## src/fcfs_scheduler_with_io_bursts_defines.svh

```systemverilog
// ----------------------------------------------------------------------------
// Scheduler assertion macros
// Concurrent assertion wrappers, emptied when SYNTH is defined.
// ----------------------------------------------------------------------------
`ifndef FCFS_SCHEDULER_WITH_IO_BURSTS_DEFINES_SVH
`define FCFS_SCHEDULER_WITH_IO_BURSTS_DEFINES_SVH

`ifndef SYNTH
// Same-cycle implication.
`define FCFS_ASSERT_IMP(label, clk, rst_n, ante, cons) \
    label: assert property (@(posedge clk) disable iff (!rst_n) (ante) |-> (cons)) \
        else $error("scheduler assertion failed");
// Next-cycle implication.
`define FCFS_ASSERT_NXT(label, clk, rst_n, ante, cons) \
    label: assert property (@(posedge clk) disable iff (!rst_n) (ante) |=> (cons)) \
        else $error("scheduler assertion failed");
`else
`define FCFS_ASSERT_IMP(label, clk, rst_n, ante, cons)
`define FCFS_ASSERT_NXT(label, clk, rst_n, ante, cons)
`endif

`endif

```

## src/fcfs_pkg.sv

```systemverilog
// ----------------------------------------------------------------------------
// Scheduler package
// Shared types, codes and sizes of the FCFS scheduler.
// ----------------------------------------------------------------------------
package fcfs_pkg;

    localparam int MAX_PROCS     = 16;
    localparam int MAX_BURSTS    = 32;
    localparam int TIME_BITS     = 24;
    localparam int PROC_BITS     = 4;
    localparam int SLOT_BITS     = 5;
    localparam int CNT_BITS      = 5;
    localparam int ENTRY_BITS    = TIME_BITS + 1;
    localparam int ADDR_BITS     = PROC_BITS + SLOT_BITS;
    localparam int APB_ADDR_BITS = 3;

    localparam logic [1:0] ACT_LOAD_ARRIVAL = 2'd0;
    localparam logic [1:0] ACT_LOAD_BURST   = 2'd1;
    localparam logic [1:0] ACT_START        = 2'd2;
    localparam logic [1:0] ACT_TICK         = 2'd3;

    localparam logic REG_PROCESS_COUNT = 1'b0;

    typedef enum logic {
        ALU_ADD,
        ALU_SUB
    } alu_op_t;

    typedef enum logic [3:0] {
        S_IDLE,
        S_LOAD,
        S_START,
        S_TICK,
        S_RD0,
        S_RD1,
        S_RD2,
        S_POP,
        S_HMOD,
        S_TINC,
        S_SCAN,
        S_TMOD,
        S_OUT
    } state_t;

    typedef struct packed {
        logic [1:0]           action;
        logic [PROC_BITS-1:0] proc_index;
        logic [SLOT_BITS-1:0] burst_slot;
        logic [TIME_BITS-1:0] load_value;
        logic                 list_end;
    } item_t;

    typedef struct packed {
        logic [TIME_BITS-1:0] time_stamp;
        logic                 cpu_idle;
        logic [PROC_BITS-1:0] ran_process;
        logic                 process_finished;
        logic [TIME_BITS-1:0] finish_time;
        logic [CNT_BITS-1:0]  done_count;
        logic                 all_done;
    } result_t;

    typedef struct packed {
        logic                  en;
        logic [ADDR_BITS-1:0]  addr;
        logic [ENTRY_BITS-1:0] data;
    } mem_wr_t;

endpackage

```

## src/fcfs_alu.sv

```systemverilog
// ----------------------------------------------------------------------------
// Shared arithmetic unit
// One adder/subtractor with equality and less-than flags, time-shared by
// the sequencer.
// ----------------------------------------------------------------------------
module fcfs_alu
    import fcfs_pkg::*;
(
    input  alu_op_t              op,
    input  logic [TIME_BITS-1:0] a,
    input  logic [TIME_BITS-1:0] b,
    output logic [TIME_BITS-1:0] res,
    output logic                 eq,
    output logic                 lt
);

    always_comb
    begin
        unique case (op)
            ALU_ADD: res = a + b;
            ALU_SUB: res = a - b;
        endcase
        eq = (a == b);
        lt = (a < b);
    end

endmodule

```

## config.mk

```make
export PLATFORM = sky130hd
export DESIGN_NAME = fcfs_alu
export DESIGN_NICKNAME = d
export VERILOG_FILES = /design/src/fcfs_scheduler_with_io_bursts_defines.svh /design/src/fcfs_pkg.sv /design/src/fcfs_alu.sv
export SDC_FILE = /design/constraint.sdc
export NUM_CORES = 1
export LEC_CHECK = 0
export ABC_CLOCK_PERIOD_IN_PS = 2860
export BUFFER_PORTS_ARGS = -buffer_cell sky130_fd_sc_hd__buf_2
export CORE_MARGIN = 2
export CORE_UTILIZATION = 50
export DETAILED_ROUTE_END_ITERATION = 6
export GPL_TIMING_DRIVEN = 0
export PLACE_DENSITY = 0.81
export SYNTH_ARGS = -nofsm -noshare
export SYNTH_HDL_FRONTEND = slang
export SYNTH_SLANG_ARGS = --single-unit
```

## constraint.sdc

```tcl
create_clock -name vclk -period 2.86
set_input_delay 0.572 -clock vclk [all_inputs]
set_output_delay 0.572 -clock vclk [all_outputs]
set_load 0.02 [all_outputs]
```

==> Word level (Yosys, flattened, before mapping) <==
Cells that the tools add are included.
{ "word_totals": {"regBits": 0, "inputBits": 49, "out_inout_bits": 26, "word_cells": 6} }
{ "classes": {"addsub": 2, "order_cmp": 1, "n_eq_ne": 1, "mux": 1, "bitwise": 1} }
{ "ops": {"columns": ["operator", "count"], "rows": [
  ["24-bit one-hot mux with 2 select lines", 1],
  ["24-bit adder", 1],
  ["24-bit == test", 1],
  ["24-bit < comparator", 1],
  ["24-bit subtractor", 1],
  ["1-bit inverter", 1]
]} }

==> Logic depth before layout (Yosys ltp) <==
{ "logic_depth": {"ltp_word": 2, "ltp_mapped": 12, "depth_no_buf": 12} }

==> Least setup slack after synthesis <==
Ideal clock, no wire load.
{ "synth_timing": {"kind": "input to output", "startpoint": "input port a[0]", "endpoint": "output port res[16]", "arrival_time_ns": 2.719, "required_time_ns": 2.288, "slack_ns": -0.431, "stages": 12, "path_buffers": 0, "path_cell_list": "inv_1 ha_1 inv_1 fa_1 a21o_1 a221oi_2 o21bai_1 a211oi_1 a31oi_1 nand2_1 o31ai_1 xnor2_1"} }
{ "synth_between": {"elab_chain_len": 2, "word_cells_on_any_way": 3, "classes_between": "add/sub: 2; mux: 1"} }
{ "synth_rtl": {"columns": ["element", "line_no", "source"], "rows": [
  ["start: declaration", "fcfs_alu.sv:10", "input logic [TIME_BITS-1:0] a,"],
  ["24-bit subtractor or 24-bit adder (tied branches)", "fcfs_alu.sv:21, fcfs_alu.sv:20", null],
  ["24-bit one-hot mux with 2 select lines (*)", "fcfs_alu.sv:19", "unique case (op)"],
  ["end: declaration", "fcfs_alu.sv:12", "output logic [TIME_BITS-1:0] res,"]
]} }
Every way passes the cells marked *; elsewhere a longest branch is shown, timed or not.

==> Worst setup path in the final report <==
{ "layout_timing": {"startpoint": "input port b[0]", "endpoint": "output port res[22]"} }
{ "layout_between": {"elab_chain_len": 2, "word_cells_on_any_way": 3, "classes_between": "add/sub: 2; mux: 1"} }
{ "layout_rtl": {"columns": ["element", "line_no", "source"], "rows": [
  ["start: declaration", "fcfs_alu.sv:11", "input logic [TIME_BITS-1:0] b,"],
  ["24-bit subtractor or 24-bit adder (tied branches)", "fcfs_alu.sv:21, fcfs_alu.sv:20", null],
  ["24-bit one-hot mux with 2 select lines (*)", "fcfs_alu.sv:19", null]
]} }
Marked as above.

==> run_results.csv <==
group,metric,value,unit
outcome,status,"finished, violations left",
outcome,violations,"setup timing",
cells_and_area,fillCellCount,349,
cells_and_area,nets,587,
timing,post-route-period-util,120,%
drt,wl_per_cell,17.1,um
synth,yosysMostFrequentCell,"a21oi_1",
pwr,p_leak,1.84,nW
synth,synth.avg_cell_area,6.56,um2
global_route,grt_usage,30.5,%
drt,vias,3443,
placement,dp_slack,-935,ps
cells_and_area,clkbuf_count,0,
placement,port_buffers,74,
floorplanning,coreArea,5040,um2
worst_setup_path,arrival,2870,ps
timing,finalHoldViolCount,0,
worst_setup_path,startpoint_type,"input port",
floorplanning,dieArea,5740,um2
timing,worstMarginPinSlew,535,ps
worst_setup_path,endpoint_kind,"output port",
timing,setup_violations,19,
worst_setup_path,critPathKind,"input port to output port",
cells_and_area,seq_cell_count,0,
drt,postRouteAntennaNets,0,
timing,rsz0062_at_grt,"true",
cells_and_area,drive_gt1_share,45.0,%
synth,synth_top_cell_by_area,"ha_1",
run,drv_cap,0,
synth,synth_area,2580,um2
global_route,grt-ovfl-total,0,
floorplanning,ios,75,
synth,yosys_warnings,0,
global_route,antenna_found_initial,0,
pwr,peakVddDrop,227,uV
drt,vias_per_cell,6.18,
global_route,grt_max_degree,11,
pwr,p_per_area,282,nW/um2
cells_and_area,area.growth.synth_to_final,54.2,%
synth,synth.distinct_cells,57,
drt,dr.pass1.iters,6,
synth,synth.top_cell.area_share,22.8,%
timing,slew_violations,0,
hold_path,hold_path_class,"input port to output port",
cells_and_area,diodes,0,
timing,finalCriticalPeriod,3450,ps
placement,gp_congestion,0.972,
drt,finalWirelength,9500,um
floorplanning,initial_core_util,51.1,%
timing,fmax,290,MHz
timing,fin_ws,-585,ps
synth,synthTopCellsByCount,"a21oi_1 (50), ha_1 (47), inv_1 (47), nor2_1 (30), nand2_1 (24)",
drt,drt_iter0_markers,450,
synth,postSynthCellCount,393,
placement,dp_hpwl,6650,um
cts,ctsHoldBuffers,0,
cells_and_area,final_util,78.8,%
timing,max-slew-margin-rel,64.0,%
synth,synth.area.top_cells,"ha_1 (23%), a21oi_1 (9.7%), inv_1 (6.8%)",
synth,synth-seq-area-share,0,%
global_route,grt_first_pass_wirelength,13900,um
cells_and_area,seqCellArea,0,um2
drt,drc_errors,0,
floorplanning,rows,26,
global_route,grt_pass1_vias,3074,
synth,syn_nets,491,
floorplanning,die_w,75.8,um
worst_setup_path,cp.required,2290,ps
floorplanning,die_h,75.8,um
worst_setup_path,worstPathMaxFanout,3,
## layer usage
layer | global-route usage, % | routed length, um | part of all wire (%) | up-vias
li1 | - | - | - | 1592
met1 | 41.9 | 3900 | 41 | 1593
met2 | 50.9 | 4490 | 47 | 222
met3 | 1.72 | 813 | 8.6 | 36
met4 | 9.16 | 303 | 3.2 | 0
met5 | 0 | 0 | 0 | -
## final cells by class
class              count  area [um2]  share of cell area [%]
plain buffers         15        93.8                    2.36
inverters             52         229                    5.76
multi-input cells    319        2870                    72.2
well taps             70        87.6                    2.20
repair buffers       101         694                    17.5
## cell families (layout without fill, tap and decap cells)
kind of cell | Yosys count | in the layout | synth area share [%]
fa+ha+maj | 49 | 49 | 24.4
compound gates | 143 | 143 | 36.4
xor+xnor | 22 | 22 | 7.48
mux | 3 | 3 | 1.17
simple gates | 102 | 102 | 19.1
buf+inv | 74 | 168 | 11.6
## worst max-delay path, cell delays in order
cell and delay (ps):
buf_2 120, ha_2 190, inv_2 40, fa_2 360, o21bai_4 150, a211oi_2 90, o21bai_2 200, a21oi_2 100
nor4_2 270, a31oi_1 180, a221oi_2 280, xnor2_2 150, buf_4 160
## power breakdown
part	internal [mW]	switching [mW]	total [mW]
Sequential	0	0	0
Clock	0	0	0
Combinational	0.499	0.620	1.12
Total	0.499	0.620	1.12
## timing repair
action,CTS,global route
endpoints found under the hold margin,0,0
endpoints found under the setup margin,21,23
setup buffers,17,10
pin swaps,39,28
gates resized for setup,61,56
## stage by stage
stage / instances / cell area [um2] / power, mW / hold WS [ps] / TNS (ps)
2_1_floorplan: 393 / 2930 / 0.643 / 1340 / -1420
3_3_place_gp: 537 / 3380 / 0.865 / 1570 / -9820
3_5_place_dp: 537 / 3380 / 0.878 / 1570 / -10130
4_1_cts: 550 / 3710 / 0.991 / 1580 / -7210
5_1_grt: 557 / 3980 / 1.19 / 1610 / -9010
6_report: 557 / 3980 / 1.12 / 1590 / -7510
## final timing paths
check | start | endpoint | slack, ps | depth (start not counted)
hold / removal | b[0] | res[0] | 1590 | 4
setup / recovery | b[0] | res[22] | -590 | 13
## cells in the final DEF, fill, tap and decap left out, types with 4 or more instances in the layout
master,n
nor2_2,4
inv_2,11
buf_6,9
a21oi_2,7
o21ai_1,4
nand2_1,23
o21bai_1,8
nor2_1,26
a21oi_1,43
inv_1,37
nand3_1,5
o31ai_1,4
o21ai_0,14
buf_2,50
nor3_1,8
ha_4,10
nand4_1,5
ha_1,34
a21o_1,12
o21ai_2,6
xnor2_2,8
clkbuf_2,8
xnor2_1,9
a31oi_1,6
buf_4,44
Note: power is estimated with default switching activity, not from simulation.
